## src/design/tlps_pkg.sv

```systemverilog
package tlps_pkg;

  // Configuration port sizes.
  localparam int CFG_IDX_W  = 8;
  localparam int CFG_DATA_W = 8;

  // Register indexes on the configuration port.
  localparam logic [CFG_IDX_W-1:0] CFG_IDX_HOLD     = 8'd0;
  localparam logic [CFG_IDX_W-1:0] CFG_IDX_STEP     = 8'd1;
  localparam logic [CFG_IDX_W-1:0] CFG_IDX_COUNT    = 8'd2;
  localparam logic [CFG_IDX_W-1:0] CFG_IDX_DEBOUNCE = 8'd3;

  // Register reset values.
  localparam logic [7:0] HOLD_RESET     = 8'd5;
  localparam logic [7:0] STEP_RESET     = 8'd1;
  localparam logic [7:0] COUNT_RESET    = 8'd10;
  localparam logic [7:0] DEBOUNCE_RESET = 8'd1;

  // Car lamp group bits.
  localparam logic [2:0] LAMP_GREEN  = 3'b001;
  localparam logic [2:0] LAMP_YELLOW = 3'b010;
  localparam logic [2:0] LAMP_RED    = 3'b100;

  // Second lamp group pins.
  localparam logic [2:0] PIN0 = 3'b001;
  localparam logic [2:0] PIN1 = 3'b010;
  localparam logic [2:0] PIN2 = 3'b100;

  typedef enum logic [7:0] {
    PH_GREEN    = 8'b0000_0001,
    PH_Y_GREEN  = 8'b0000_0010,
    PH_RED      = 8'b0000_0100,
    PH_Y_RED    = 8'b0000_1000,
    PH_P_BLINK  = 8'b0001_0000,
    PH_P_RED    = 8'b0010_0000,
    PH_P_YELLOW = 8'b0100_0000,
    PH_P_GREEN  = 8'b1000_0000
  } phase_t;

  typedef struct packed {
    logic [7:0] hold_seconds;
    logic [7:0] blink_step_seconds;
    logic [7:0] blink_count;
    logic [7:0] debounce_seconds;
  } cfg_t;

  typedef struct packed {
    logic tick;
    logic button_level;
  } item_t;

  typedef struct packed {
    logic [2:0] lamps_a;
    logic [2:0] lamps_b;
    logic       pedestrian_active;
  } result_t;

  typedef struct packed {
    phase_t     phase;
    logic [7:0] secs;
    logic [7:0] toggles;
    logic [2:0] lamps_a;
    logic [2:0] lamps_b;
  } light_t;

  // A timing value of zero behaves as one.
  function automatic logic [7:0] at_least_one(input logic [7:0] v);
    return (v == 8'd0) ? 8'd1 : v;
  endfunction

  function automatic logic is_yellow(input phase_t p);
    return (p == PH_Y_GREEN) || (p == PH_Y_RED) || (p == PH_P_BLINK) || (p == PH_P_YELLOW);
  endfunction

  function automatic logic is_pedestrian(input phase_t p);
    return (p == PH_P_BLINK) || (p == PH_P_RED) || (p == PH_P_YELLOW) || (p == PH_P_GREEN);
  endfunction

  function automatic phase_t next_phase(input phase_t p);
    phase_t n;
    case (p)
      PH_GREEN:    n = PH_Y_GREEN;
      PH_Y_GREEN:  n = PH_RED;
      PH_RED:      n = PH_Y_RED;
      PH_Y_RED:    n = PH_GREEN;
      PH_P_BLINK:  n = PH_P_RED;
      PH_P_RED:    n = PH_P_YELLOW;
      PH_P_YELLOW: n = PH_P_GREEN;
      PH_P_GREEN:  n = PH_Y_GREEN;
      default:     n = PH_GREEN;
    endcase
    return n;
  endfunction

  // Light state right after entering a phase.
  function automatic light_t enter_phase(input phase_t p, input cfg_t cfg);
    light_t l;
    l.phase   = p;
    l.toggles = 8'd0;
    l.secs    = at_least_one(cfg.hold_seconds);
    case (p)
      PH_GREEN, PH_P_GREEN: begin
        l.lamps_a = LAMP_GREEN;
        l.lamps_b = PIN2;
      end
      PH_RED, PH_P_RED: begin
        l.lamps_a = LAMP_RED;
        l.lamps_b = PIN0;
      end
      PH_Y_GREEN: begin
        l.lamps_a = LAMP_YELLOW;
        l.lamps_b = PIN2;
      end
      PH_Y_RED, PH_P_YELLOW: begin
        l.lamps_a = LAMP_YELLOW;
        l.lamps_b = PIN0;
      end
      default: begin
        l.lamps_a = LAMP_YELLOW;
        l.lamps_b = PIN1;
      end
    endcase
    if (is_yellow(p)) begin
      l.secs    = at_least_one(cfg.blink_step_seconds);
      l.toggles = at_least_one(cfg.blink_count);
    end
    return l;
  endfunction

endpackage

```

## src/design/tlps_cfg.sv

```systemverilog
module tlps_cfg (
  input  logic                           clk,
  input  logic                           rst_n,
  input  logic                           cfg_wr_en,
  input  logic [tlps_pkg::CFG_IDX_W-1:0]  cfg_index,
  input  logic [tlps_pkg::CFG_DATA_W-1:0] cfg_wdata,
  output tlps_pkg::cfg_t                 cfg
);
  import tlps_pkg::*;

  cfg_t cfg_r;
  cfg_t cfg_nxt;

  // Decode the register index; unknown indexes are dropped.
  always_comb begin
    cfg_nxt = cfg_r;
    if (cfg_wr_en) begin
      case (cfg_index)
        CFG_IDX_HOLD:     cfg_nxt.hold_seconds       = cfg_wdata;
        CFG_IDX_STEP:     cfg_nxt.blink_step_seconds = cfg_wdata;
        CFG_IDX_COUNT:    cfg_nxt.blink_count        = cfg_wdata;
        CFG_IDX_DEBOUNCE: cfg_nxt.debounce_seconds   = cfg_wdata;
        default:          cfg_nxt = cfg_r;
      endcase
    end
  end

  always_ff @(posedge clk) begin
    if (!rst_n) begin
      cfg_r.hold_seconds       <= HOLD_RESET;
      cfg_r.blink_step_seconds <= STEP_RESET;
      cfg_r.blink_count        <= COUNT_RESET;
      cfg_r.debounce_seconds   <= DEBOUNCE_RESET;
    end else begin
      cfg_r <= cfg_nxt;
    end
  end

  assign cfg = cfg_r;

endmodule

```

## src/design/tlps_in_stage.sv

```systemverilog
module tlps_in_stage (
  input  logic            clk,
  input  logic            rst_n,
  input  logic            in_valid,
  output logic            in_stall,
  input  logic            in_tick,
  input  logic            in_button_level,
  input  logic            dn_ready,
  output logic            go,
  output tlps_pkg::item_t item
);
  import tlps_pkg::*;

  logic  valid_r;
  logic  valid_nxt;
  item_t item_r;
  logic  accept;

  // The held request moves on when the result register has room.
  assign go       = valid_r && dn_ready;
  assign in_stall = valid_r && !dn_ready;
  assign accept   = in_valid && !in_stall;

  always_comb begin
    valid_nxt = valid_r;
    if (accept) begin
      valid_nxt = 1'b1;
    end else if (go) begin
      valid_nxt = 1'b0;
    end
  end

  always_ff @(posedge clk) begin
    if (!rst_n) begin
      valid_r <= 1'b0;
    end else begin
      valid_r <= valid_nxt;
    end
  end

  // Payload register, loaded on every accepted request.
  always_ff @(posedge clk) begin
    if (accept) begin
      item_r.tick         <= in_tick;
      item_r.button_level <= in_button_level;
    end
  end

  assign item = item_r;

endmodule

```

## src/design/tlps_core.sv

```systemverilog
module tlps_core (
  input  logic              clk,
  input  logic              rst_n,
  input  logic              go,
  input  tlps_pkg::item_t   item,
  input  tlps_pkg::cfg_t    cfg,
  output tlps_pkg::result_t res
);
  import tlps_pkg::*;

  light_t     light_r;
  light_t     light_nxt;
  light_t     ped_entry;
  light_t     step_entry;
  logic [7:0] deb_left_r;
  logic [7:0] deb_left_nxt;
  logic       deb_run_r;
  logic       deb_run_nxt;
  logic       last_btn_r;
  logic       last_btn_nxt;
  logic       confirm;

  // Debounce: a falling edge starts the count (or confirms at once if the debounce is zero), ticks run it down.
  always_comb begin
    confirm      = 1'b0;
    deb_left_nxt = deb_left_r;
    deb_run_nxt  = deb_run_r;
    if (deb_run_r) begin
      if (item.tick) begin
        deb_left_nxt = (deb_left_r != 8'd0) ? deb_left_r - 8'd1 : 8'd0;
        if (deb_left_nxt == 8'd0) begin
          deb_run_nxt = 1'b0;
          confirm     = !item.button_level;
        end
      end
    end else if (last_btn_r && !item.button_level) begin
      if (cfg.debounce_seconds == 8'd0) begin
        confirm = 1'b1;
      end else begin
        deb_left_nxt = cfg.debounce_seconds;
        deb_run_nxt  = 1'b1;
      end
    end
    last_btn_nxt = item.button_level;
  end

  // Phase sequencing: a confirmed press during car green or the yellow after it wins over the tick.
  always_comb begin
    ped_entry  = enter_phase(PH_P_BLINK, cfg);
    step_entry = enter_phase(next_phase(light_r.phase), cfg);
    light_nxt  = light_r;
    if (confirm && ((light_r.phase == PH_GREEN) || (light_r.phase == PH_Y_GREEN))) begin
      light_nxt = ped_entry;
    end else if (item.tick) begin
      if (light_r.secs > 8'd1) begin
        light_nxt.secs = light_r.secs - 8'd1;
      end else if (is_yellow(light_r.phase) && (light_r.toggles > 8'd1)) begin
        light_nxt.toggles = light_r.toggles - 8'd1;
        light_nxt.secs    = at_least_one(cfg.blink_step_seconds);
        light_nxt.lamps_a = light_r.lamps_a ^ LAMP_YELLOW;
        if (light_r.phase == PH_P_BLINK) begin
          light_nxt.lamps_b = light_r.lamps_b ^ PIN1;
        end
      end else begin
        light_nxt = step_entry;
      end
    end
  end

  always_ff @(posedge clk) begin
    if (!rst_n) begin
      light_r.phase   <= PH_GREEN;
      light_r.secs    <= HOLD_RESET;
      light_r.toggles <= 8'd0;
      light_r.lamps_a <= LAMP_GREEN;
      light_r.lamps_b <= PIN2;
      deb_left_r      <= 8'd0;
      deb_run_r       <= 1'b0;
      last_btn_r      <= 1'b1;
    end else if (go) begin
      light_r    <= light_nxt;
      deb_left_r <= deb_left_nxt;
      deb_run_r  <= deb_run_nxt;
      last_btn_r <= last_btn_nxt;
    end
  end

  // The result shows the lamps after this request's update.
  assign res.lamps_a           = light_nxt.lamps_a;
  assign res.lamps_b           = light_nxt.lamps_b;
  assign res.pedestrian_active = is_pedestrian(light_nxt.phase);

  // State only moves when a request passes through.
  a_hold_when_idle: assert property (@(posedge clk) disable iff (!rst_n)
    !go |=> $stable(light_r) && $stable(deb_run_r))
    else $error("light state changed without a request");

  // An idle debounce always sits at zero.
  a_debounce_idle_zero: assert property (@(posedge clk) disable iff (!rst_n)
    !deb_run_r |-> (deb_left_r == 8'd0))
    else $error("debounce count left over while idle");

  // Car green and car red are never lit together.
  a_no_green_red: assert property (@(posedge clk) disable iff (!rst_n)
    !(light_r.lamps_a[0] && light_r.lamps_a[2]))
    else $error("car green and red lit together");

endmodule

```

## src/design/tlps_out_stage.sv

```systemverilog
module tlps_out_stage (
  input  logic              clk,
  input  logic              rst_n,
  input  logic              go,
  input  tlps_pkg::result_t res,
  input  logic              out_stall,
  output logic              out_valid,
  output logic              dn_ready,
  output tlps_pkg::result_t res_out
);
  import tlps_pkg::*;

  logic    valid_r;
  logic    valid_nxt;
  result_t res_r;

  // Room for a new result when empty or when the held one is taken.
  assign dn_ready  = !valid_r || !out_stall;
  assign valid_nxt = go || (valid_r && out_stall);

  always_ff @(posedge clk) begin
    if (!rst_n) begin
      valid_r <= 1'b0;
    end else begin
      valid_r <= valid_nxt;
    end
  end

  always_ff @(posedge clk) begin
    if (go) begin
      res_r <= res;
    end
  end

  assign out_valid = valid_r;
  assign res_out   = res_r;

  // Every request that leaves the input register shows up as a result.
  a_go_gives_result: assert property (@(posedge clk) disable iff (!rst_n)
    go |=> valid_r)
    else $error("request lost between stages");

endmodule

```

## src/design/traffic_light_pedestrian_sequencer.sv

```systemverilog
// A request goes from the input register to the result register, which drives the outputs.
// One request per cycle unless stalled; the input register frees as the result register loads.
// A stalled result stays in the result register while one more request waits in the input.
// Reset (rst_n low, synchronous) empties both registers, restores the register defaults
// and starts in car green with the button seen as released.
module traffic_light_pedestrian_sequencer (
  input  logic                           clk,
  input  logic                           rst_n,
  input  logic                           in_valid,
  output logic                           in_stall,
  input  logic                           in_tick,
  input  logic                           in_button_level,
  output logic                           out_valid,
  input  logic                           out_stall,
  output logic [2:0]                     out_lamps_a,
  output logic [2:0]                     out_lamps_b,
  output logic                           out_pedestrian_active,
  input  logic                           cfg_wr_en,
  input  logic [tlps_pkg::CFG_IDX_W-1:0]  cfg_index,
  input  logic [tlps_pkg::CFG_DATA_W-1:0] cfg_wdata
);
  import tlps_pkg::*;

  cfg_t    cfg;
  item_t   item;
  result_t res;
  result_t res_out;
  logic    go;
  logic    dn_ready;

  tlps_cfg u_cfg (
    .clk       (clk),
    .rst_n     (rst_n),
    .cfg_wr_en (cfg_wr_en),
    .cfg_index (cfg_index),
    .cfg_wdata (cfg_wdata),
    .cfg       (cfg)
  );

  tlps_in_stage u_in (
    .clk             (clk),
    .rst_n           (rst_n),
    .in_valid        (in_valid),
    .in_stall        (in_stall),
    .in_tick         (in_tick),
    .in_button_level (in_button_level),
    .dn_ready        (dn_ready),
    .go              (go),
    .item            (item)
  );

  tlps_core u_core (
    .clk   (clk),
    .rst_n (rst_n),
    .go    (go),
    .item  (item),
    .cfg   (cfg),
    .res   (res)
  );

  tlps_out_stage u_out (
    .clk       (clk),
    .rst_n     (rst_n),
    .go        (go),
    .res       (res),
    .out_stall (out_stall),
    .out_valid (out_valid),
    .dn_ready  (dn_ready),
    .res_out   (res_out)
  );

  assign out_lamps_a           = res_out.lamps_a;
  assign out_lamps_b           = res_out.lamps_b;
  assign out_pedestrian_active = res_out.pedestrian_active;

endmodule

```

## config.mk

```make
export PLATFORM = sky130hd
export DESIGN_NAME = traffic_light_pedestrian_sequencer
export DESIGN_NICKNAME = d
export VERILOG_FILES = /design/src/design/tlps_pkg.sv /design/src/design/tlps_cfg.sv /design/src/design/tlps_in_stage.sv /design/src/design/tlps_core.sv /design/src/design/tlps_out_stage.sv /design/src/design/traffic_light_pedestrian_sequencer.sv
export SDC_FILE = /design/constraint.sdc
export NUM_CORES = 1
export LEC_CHECK = 0
export ABC_CLOCK_PERIOD_IN_PS = 6100
export BUFFER_PORTS_ARGS = -buffer_cell sky130_fd_sc_hd__buf_4
export CORE_ASPECT_RATIO = 0.5
export CORE_MARGIN = 3
export CORE_UTILIZATION = 65
export DETAILED_ROUTE_END_ITERATION = 10
export GPL_TIMING_DRIVEN = 0
export HOLD_SLACK_MARGIN = 0.05
export PLACE_DENSITY = 0.86
export SLEW_MARGIN = 25
export SYNTH_ARGS = -nofsm -noshare
export SYNTH_HDL_FRONTEND = slang
export SYNTH_SLANG_ARGS = --single-unit
```

## constraint.sdc

```tcl
create_clock -name clk -period 6.1 [get_ports clk]
set_input_delay 0.915 -clock clk [delete_from_list [all_inputs] [get_ports clk]]
set_output_delay 0.915 -clock clk [all_outputs]
set_load 0.01 [all_outputs]
```

==> results of run 1 <==
cell usage in the layout (no fill, tap or decap), types with 5 or more instances in the layout:
cell        n
dfxtp_1    74
nor2b_1    33
a22oi_1    10
inv_1      13
xnor2_1     6
a21oi_1    29
nor4_1     12
a21boi_0   10
mux2i_1    37
nor2_1     42
xor2_1      7
clkbuf_16  10
ha_1        5
edfxtp_1    9
buf_2       8
a211oi_1    6
nor4b_1     6
o21a_1      6
nand2b_1    5
o21ai_0    29
buf_4      30
nand4_1     5
nand3_1     6
nor3_1     18
nand2_1    52
clkbuf_1   22
cells by family (layout without fill, tap and decap cells):
group / Yosys count / in the layout / synth area share, %
and+or+nand+nor: 205 / 205 / 24.3
AOI/OAI and AO/OA: 133 / 133 / 20.4
DFF: 83 / 83 / 39.3
buffers and inverters: 42 / 88 / 3.76
muxes: 37 / 37 / 8.30
xor gates and xnor gates: 13 / 13 / 2.55
adders and majority gates: 5 / 5 / 1.40
path summary, 6_finish.rpt:
path                                                  endpoint  cells after the start  slack, ns
worst max-delay path            u_core.light_r[9]$_SDFFE_PN0P_                     10       2.72
worst min-delay path            u_core.light_r[3]$_SDFFE_PN1P_                      2       0.49
worst max register to register  u_core.light_r[9]$_SDFFE_PN0P_                     10       2.72
worst min register to register  u_core.light_r[3]$_SDFFE_PN1P_                      2       0.49
through the flow:
| stage | std cells | hold slack (ns) | utilization (%) |
|---|---|---|---|
| finish | 652 | 0.493 | 80.2 |
| global route | 652 | 0.513 | 80.2 |
| CTS | 652 | 0.490 | 80.2 |
| detailed placement | 636 | 0.474 | 75.5 |
| global placement | 636 | 0.454 | 75.5 |
| floorplan | 518 | 0.442 | - |
routing by layer:
metal	global-route usage, %	up-vias
met1	43.9	1950
met2	49.6	200
met3	9.42	22
met4	7.03	0
li1	-	1979
met5	0	-
synthesized netlist by cell type, types with 7 or more instances:
| library cell | count |
|---|---|
| edfxtp_1 | 9 |
| nor2b_1 | 33 |
| nand2_1 | 52 |
| dfxtp_1 | 74 |
| inv_1 | 13 |
| a21oi_1 | 29 |
| mux2i_1 | 37 |
| nor2_1 | 42 |
| o21ai_0 | 29 |
| buf_2 | 8 |
| clkbuf_1 | 21 |
| xor2_1 | 7 |
| nor4_1 | 12 |
| a21boi_0 | 10 |
| a22oi_1 | 10 |
| nor3_1 | 18 |
power by group:
part	internal (uW)	leakage, uW	total [uW]	switching, uW
registers	564	0.000684	574	10.7
clock network	314	0.000141	546	232
logic	46.0	0.00123	110	64.1
flip-flops by register name, indices dropped and copies added (netlist names):
register           flops
u_in.item              2
u_out.out_valid        1
u_in.valid_r           1
u_core.deb_run_r       1
u_core.last_btn_r      1
u_core.deb_left_r      8
u_out.res_out          7
u_core.light_r        30
u_cfg.cfg             32
tightest hold or removal path, stage by stage (launching register included):
cell and delay [ns]:
dfxtp_1 0.33, nand2_1 0.06, o311ai_1 0.07
final cells by class:
class | instances | area (um^2)
buffer | 29 | 119
clock buffer | 12 | 268
clock inverter | 4 | 30.0
fill | 455 | 1260
inverter | 13 | 48.8
multi-input combinational | 393 | 2540
sequential | 83 | 1750
tap | 88 | 110
timing repair buffer | 30 | 225
==> impl_metrics.yaml, run 1 <==
sta:
  rsz0062_at_grt: "no"
  fin_crit_sh_pct: 55.4
  finalHoldViolCount: 0
  max_freq_mhz: 296
  tightest_slew_ns: 0.745
  setup_violations: 0
  final_max_slew_viol_count: 0
  tns_ns: 0
  slew_headroom_pct: 50.2
  setup_slack_ns: 2.72
  skew_ns: 0.00791
  fin_crit_ns: 3.38
worst_setup_path:
  slowest_delay_ns: 0.65
  worstSetupStartpointType: "flop"
  crit_family: "compound AO/OA/AOI/OAI gates"
  arrival_ns: 3.61
  endpoint_kind: "flop"
  r2r_start: "u_core.deb_left_r[0]$_SDFFE_PN0P_"
  required_ns: 6.33
  path_cells: "inv_1 -> ha_1 -> nor3b_1 -> nand3_1 -> a211o_1 -> a21oi_1 -> buf_2 -> o21ai_0 -> a221oi_1 -> nor2_1"
  cp.buffers_inverters: 2
  crit_fanout: 10
  critPathKind: "reg2reg"
  critPathLaunch: "u_core.deb_left_r[0]$_SDFFE_PN0P_"
  slowest_stage: "nor3b_1"
placement:
  port_buffers: 30
  dp_slack_ns: 2.94
  place_area_um2: 4800
  finalWeightedCongestion: 0.944
  place_hpwl_um: 8380
synth:
  synth_edf_count: 9
  syn_inst: 518
  yosysWarningCount: 0
  yosys.area.top_type: "dfxtp_1"
  yosys_most_used_dff: "dfxtp_1"
  synth_top_area_share_pct: 33.2
  netlist_area_um2: 4460
  ys_seq_elements: 83
  ys_types: 59
  syn_nets: 546
  synth-seq-area-share_pct: 39.3
  avgSynthCellArea_um2: 8.61
  ys_async_sr_fraction_pct: 0
  synth_area_leaders: "dfxtp_1 (33%), mux2i_1 (8.3%), edfxtp_1 (6.1%), nor2b_1 (4.6%), nand2_1 (4.4%)"
clock_network:
  cts-htree-levels: 3
  clkSinkCount: 83
  cts_resized: 0
  numCtsBuffers: 9
  ctsHoldBuffers: 0
  cts_setup_buffers: 0
  cts_tree: "built"
  clk_pin_slew_worst_paths_ns: 0.06
  clock_path_buffers: 2
  clock_latency_ns: 0.35
  clock-root-buffer: "clkbuf_16"
grt:
  grt_pass1_wl_um: 19600
  grt_pass1_vias: 3866
  antenna_found_initial: 0
  grt.total_usage_pct: 31.8
  grt_overflow: 0
  grt_max_degree: 15
hold_path:
  hold_path.class: "reg2reg"
  hold_start: "u_core.light_r[3]$_SDFFE_PN1P_"
routing:
  vias: 4151
  wl_um: 11800
  wire_per_inst_um: 18.1
  dr.pass1.iters: 6
  drcViolationCount: 0
  met2_length_um: 5250
  highest-signal-layer: "met4"
  first_iter_violations: 561
  avgViaCountPerCell: 6.37
  postRouteAntennaNets: 0
  met1Wirelength_um: 5420
  wl_met3_um: 1020
pwr:
  p_leak_uw: 0.00205
  total_power_uw: 1230
  ir_worst_vdd_mv: 0.212
  powerDensity_nw_per_um2: 241
status:
  outcome: "finished, final reports clean"
floorplanning:
  io_pins: 32
  start_util_pct: 70.2
  die_w_um: 123
  rows: 20
  die_area_um2: 7950
  fp.coreArea_um2: 6360
  die_height_um: 64.6
finish:
  layout-drive-gt1-share_pct: 11.7
  fin_nets: 587
  areaGrowthSynthToFinish_pct: 14.2
  antenna_cells_inserted: 0
  design_area_um2: 5090
flow_run:
  maxCapViolCount: 0
(Power assumes the default switching activity.)
==> run 2, diff against run 1 <==
Settings changed: ABC_AREA set to 1, ABC_CLOCK_PERIOD_IN_PS 6100 to 2900, CORE_UTILIZATION 65 to 55, PLACE_DENSITY 0.86 to 0.77.
Clock period 6.1 ns to 2.9 ns, I/O delays scaled along.
==> impl_metrics.yaml, run 2 <==
clock_network:
  numCtsBuffers: 9
  cts-htree-levels: 3
  clock_path_buffers: 2
  cts_setup_buffers: 0
  cts_tree: "built"
  ctsHoldBuffers: 0
  clk_pin_slew_worst_paths_ns: 0.06
  cts_resized: 0
  clock-root-buffer: "clkbuf_16"
  clkSinkCount: 83
  clock_latency_ns: 0.34
worst_setup_path:
  endpoint_kind: "flop"
  critPathKind: "reg2reg"
  worstSetupStartpointType: "flop"
  required_ns: 2.99
  crit_fanout: 10
  arrival_ns: 2.62
floorplanning:
  start_util_pct: 57.6
  rows: 23
  fp.coreArea_um2: 8120
  die_w_um: 136
  die_area_um2: 9700
  io_pins: 32
  die_height_um: 71.2
sta:
  max_freq_mhz: 397
  fin_crit_sh_pct: 87.0
  setup_violations: 0
  rsz0062_at_grt: "no"
  fin_crit_ns: 2.52
  finalHoldViolCount: 0
  slew_headroom_pct: 42.0
  tightest_slew_ns: 0.870
  skew_ns: 0.00687
  final_max_slew_viol_count: 0
  tns_ns: 0
routing:
  postRouteAntennaNets: 0
  drcViolationCount: 0
  avgViaCountPerCell: 5.46
  dr.pass1.iters: 5
  vias: 4634
  wire_per_inst_um: 14.1
  wl_um: 12000
  first_iter_violations: 448
synth:
  synth_area_leaders: "dfxtp_1 (32%), nand2_1 (12%), o21ai_0 (7.6%), inv_1 (7.2%), a21oi_1 (6.1%)"
  ys_types: 38
  ys_seq_elements: 83
  synth_edf_count: 9
  syn_nets: 719
  yosysMostFrequentCell: "nand2_1"
  yosysWarningCount: 0
  yosys_most_used_dff: "dfxtp_1"
  synth_top_area_share_pct: 31.7
  synth_commonest_cells: "nand2_1 (155), inv_1 (90), dfxtp_1 (74)"
  avgSynthCellArea_um2: 6.76
  ys_async_sr_fraction_pct: 0
  yosys.area.top_type: "dfxtp_1"
  netlist_area_um2: 4670
  syn_inst: 691
  synth-seq-area-share_pct: 37.5
grt:
  grt.total_usage_pct: 25.9
  antenna_found_initial: 0
  grt_pass1_wl_um: 20100
  grt_max_degree: 17
  grt_overflow: 0
  grt_pass1_vias: 4187
finish:
  areaGrowthSynthToFinish_pct: 13.6
  nFillCells: 767
  largest_reg_flops: 32
  final_common_cell: "nand2_1"
  fin_nets: 760
  design_area_um2: 5310
  layout-drive-gt1-share_pct: 12.2
  mostFrequentLayoutCells: "nand2_1 (155), inv_1 (90), dfxtp_1 (74)"
  antenna_cells_inserted: 0
pwr:
  power.switching_uw: 783
  p_leak_uw: 0.00256
  pwr-share-seq_pct: 44.9
  p_clk_share_pct: 38.4
  powerDensity_nw_per_um2: 517
  switching_share_pct: 28.5
  intPower_uw: 1960
  p_comb_share_pct: 16.7
  ir_worst_vdd_mv: 0.299
placement:
  port_buffers: 30
  finalWeightedCongestion: 0.983
  place_hpwl_um: 8950
  place_area_um2: 5040
hold_path:
  hold_path.class: "in2reg"
status:
  outcome: "finished, final reports clean"
flow_run:
  maxCapViolCount: 0
==> run 2: critical path, cell delays in order, from the launching register on <==
cell and delay (ns):
dfxtp_1 0.33, inv_1 0.11, ha_1 0.20, nor2_1 0.06, nor3_1 0.16, nand2_1 0.32, nor2_2 0.29, nand2_2 0.13
buf_6 0.16, o21ai_0 0.21, inv_1 0.07, nand2_1 0.08, nor2_2 0.05, nand3_1 0.06, nand2_1 0.05
==> run 2: kinds of logic (layout without fill, tap and decap cells) <==
logic type	count (synthesis)	after routing	synth area share [%]
and+or+nand+nor	322	322	31.1
AOI/OAI and AO/OA	155	155	18.0
buffers and inverters	118	164	10.6
DFF	83	83	37.5
xor gates and xnor gates	8	8	1.50
adders and majority gates	5	5	1.34
==> run 2: layout make-up <==
class                           count  area, um^2  share of cell area, %
Buffer                             23         140                   2.64
Clock buffer                       12         246                   4.64
Clock inverter                      4        25.0                  0.471
Inverter                           95         357                   6.72
Multi-Input combinational cell    490        2420                   45.7
Sequential cell                    83        1750                   33.0
Tap cell                          112         140                   2.64
Timing Repair Buffer               30         225                   4.24
==> run 2: power by group through the flow <==
| stage | registers, uW | logic, uW | clock network (uW) |
|---|---|---|---|
| global placement | 1260 | 444 | 0 |
| floorplan | 1250 | 329 | 0 |
| detailed placement | 1260 | 449 | 0 |
| finish | 1230 | 458 | 1060 |
| CTS | 1230 | 452 | 1070 |
| global route | 1240 | 512 | 1130 |
==> run 2: worst paths after layout <==
kind	start	end	slack, ns	cells after the start
worst min register to register	u_cfg.cfg[8]$_SDFFE_PN0P_	u_cfg.cfg[8]$_SDFFE_PN0P_	0.46	2
worst max-delay path	u_core.light_r[14]$_SDFFE_PN1P_	u_out.res_out[0]$_DFFE_PP_	0.38	14
worst min-delay path	in_tick	u_in.item[1]$_DFFE_PP_	0.27	1
worst max register to register	u_core.light_r[14]$_SDFFE_PN1P_	u_out.res_out[0]$_DFFE_PP_	0.38	14
==> run 2: metrics by stage <==
stage / power, uW / setup slack [ns] / instances / util, % / hold WS [ns]
CTS: 2750 / 0.442 / 849 / 65.4 / 0.263
global route: 2880 / 0.216 / 849 / 65.4 / 0.262
detailed placement: 1710 / 0.466 / 833 / 62.1 / 0.447
floorplan: 1580 / 0.866 / 691 / - / 0.423
global placement: 1700 / 0.505 / 833 / 62.1 / 0.449
finish: 2750 / 0.378 / 849 / 65.4 / 0.272
==> run 2: metal layers <==
layer | track usage, % | part of all wire, % | wire length [um]
met1 | 37.8 | 48 | 5790
met2 | 39.0 | 43 | 5170
met3 | 5.40 | 7.5 | 900
met4 | 7.15 | 0.89 | 106
met5 | 0 | 0 | 0
==> run 3, diff against run 2 <==
Settings changed: ABC_AREA 1 to 0, GPL_TIMING_DRIVEN 0 to unset, PLACE_DENSITY 0.77 to 0.78, SKIP_LAST_GASP set to 1.
==> impl_metrics.yaml, run 3 (synthesis results as in run 1) <==
worst_setup_path:
  required_ns: 3.19
  endpoint_kind: "flop"
  arrival_ns: 2.99
  crit_fanout: 14
  worstSetupStartpointType: "flop"
  critPathKind: "reg2reg"
placement:
  place_hpwl_um: 7580
  port_buffers: 31
  finalWeightedCongestion: 0.896
routing:
  postRouteAntennaNets: 0
  drcViolationCount: 0
  vias: 3984
  first_iter_violations: 431
  avgViaCountPerCell: 6.04
  dr.pass1.iters: 5
  wire_per_inst_um: 16.3
  wl_um: 10800
sta:
  fin_crit_ns: 2.71
  finalHoldViolCount: 0
  skew_ns: 0.00738
  tns_ns: 0
  setup_violations: 0
  slew_headroom_pct: 56.2
  fin_crit_sh_pct: 93.3
  tightest_slew_ns: 0.650
  final_max_slew_viol_count: 0
  max_freq_mhz: 369
  rsz0062_at_grt: "no"
finish:
  fin_util_pct: 67.9
  fin_nets: 576
  largest_reg_flops: 32
  antenna_cells_inserted: 0
  final_common_cell: "dfxtp_1"
  mostFrequentLayoutCells: "dfxtp_1 (74), nand2_1 (52), buf_4 (47)"
  layout-drive-gt1-share_pct: 13.8
  areaGrowthSynthToFinish_pct: 15.6
clock_network:
  clock_latency_ns: 0.34
  cts_tree: "built"
  clkSinkCount: 83
  clk_pin_slew_worst_paths_ns: 0.06
  numCtsBuffers: 9
  cts_setup_buffers: 0
  cts-htree-levels: 3
  clock-root-buffer: "clkbuf_16"
  clock_path_buffers: 2
pwr:
  p_leak_uw: 0.00209
  powerDensity_nw_per_um2: 493
  ir_worst_vdd_mv: 0.351
floorplanning:
  die_area_um2: 9290
  io_pins: 32
  die_w_um: 133
  start_util_pct: 58.7
  fp.coreArea_um2: 7600
  rows: 22
  die_height_um: 69.7
grt:
  grt_max_degree: 75
  grt_pass1_vias: 3481
  grt_overflow: 0
  grt.total_usage_pct: 23.0
  antenna_found_initial: 0
  grt_pass1_wl_um: 17500
status:
  outcome: "finished, final reports clean"
flow_run:
  maxCapViolCount: 0
hold_path:
  hold_path.class: "in2reg"
## run 3: cell count changes in the layout (fill, tap and decap cells not counted), sizes merged, moves of 11 or more
cell    change
nand2     -113
inv        -82
o21ai      -45
mux2i      +37
nor2       -36
nor2b      +33
nand3      -32
a21oi      -27
nand4      -16
o211ai     -11
## run 3: metrics by stage
| stage | setup WS, ns | power [uW] | instance area [um^2] | hold WS, ns | instances |
|---|---|---|---|---|---|
| after detailed placement | 0.177 | 1460 | 4850 | 0.471 | 645 |
| after floorplan | 0.315 | 1370 | 4460 | 0.442 | 518 |
| after global routing | 0.0412 | 2630 | 5160 | 0.269 | 660 |
| after CTS | 0.169 | 2550 | 5140 | 0.271 | 660 |
| final | 0.194 | 2540 | 5160 | 0.275 | 660 |
| after global placement | 0.216 | 1460 | 4850 | 0.458 | 645 |
## run 3: critical path, cell delays in order (launching register included)
cell and delay, ns:
dfxtp_1 0.36, nor4_1 0.56, a221oi_1 0.18, a211o_1 0.35, a21oi_1 0.16, buf_4 0.23, o21ai_0 0.22, nor4b_1 0.43
a211o_1 0.15
## run 3: metal layers
layer,GRT usage (%),share of wire (%)
met1,34.5,51
met2,33.3,42
met3,5.72,6.0
met4,4.79,0.88
met5,0,0
## run 3: worst paths after layout
| check | start | endpoint | slack (ns) | cells after the start |
|---|---|---|---|---|
| worst max-delay path | u_core.deb_left_r[0]$_SDFFE_PN0P_ | u_core.light_r[14]$_SDFFE_PN1P_ | 0.19 | 8 |
| worst min-delay path | in_button_level | u_in.item[0]$_DFFE_PP_ | 0.28 | 1 |
| worst max register to register | u_core.deb_left_r[0]$_SDFFE_PN0P_ | u_core.light_r[14]$_SDFFE_PN1P_ | 0.19 | 8 |
| worst min register to register | u_cfg.cfg[24]$_SDFFE_PN1P_ | u_cfg.cfg[24]$_SDFFE_PN1P_ | 0.48 | 2 |
## run 3: timing repair
item / in CTS / in global routing
setup endpoints to repair: 0 / 6
hold buffers: 0 / 0
gates resized for setup: 0 / 2
## run 3: area by class of cell
cell class	count	area (um^2)
clock buffers	12	268
clock inverters	3	21.3
fillers	650	2440
inverters	13	48.8
multi-input cells	393	2560
flip-flops and latches	83	1750
well taps	108	135
repair buffers	48	373
## run 3: where the power goes
part / leakage [uW] / switching, uW / total, uW / internal (uW)
clock: 0.000140 / 447 / 1100 / 651
combinational: 0.00126 / 130 / 235 / 106
sequential: 0.000684 / 22.1 / 1210 / 1190
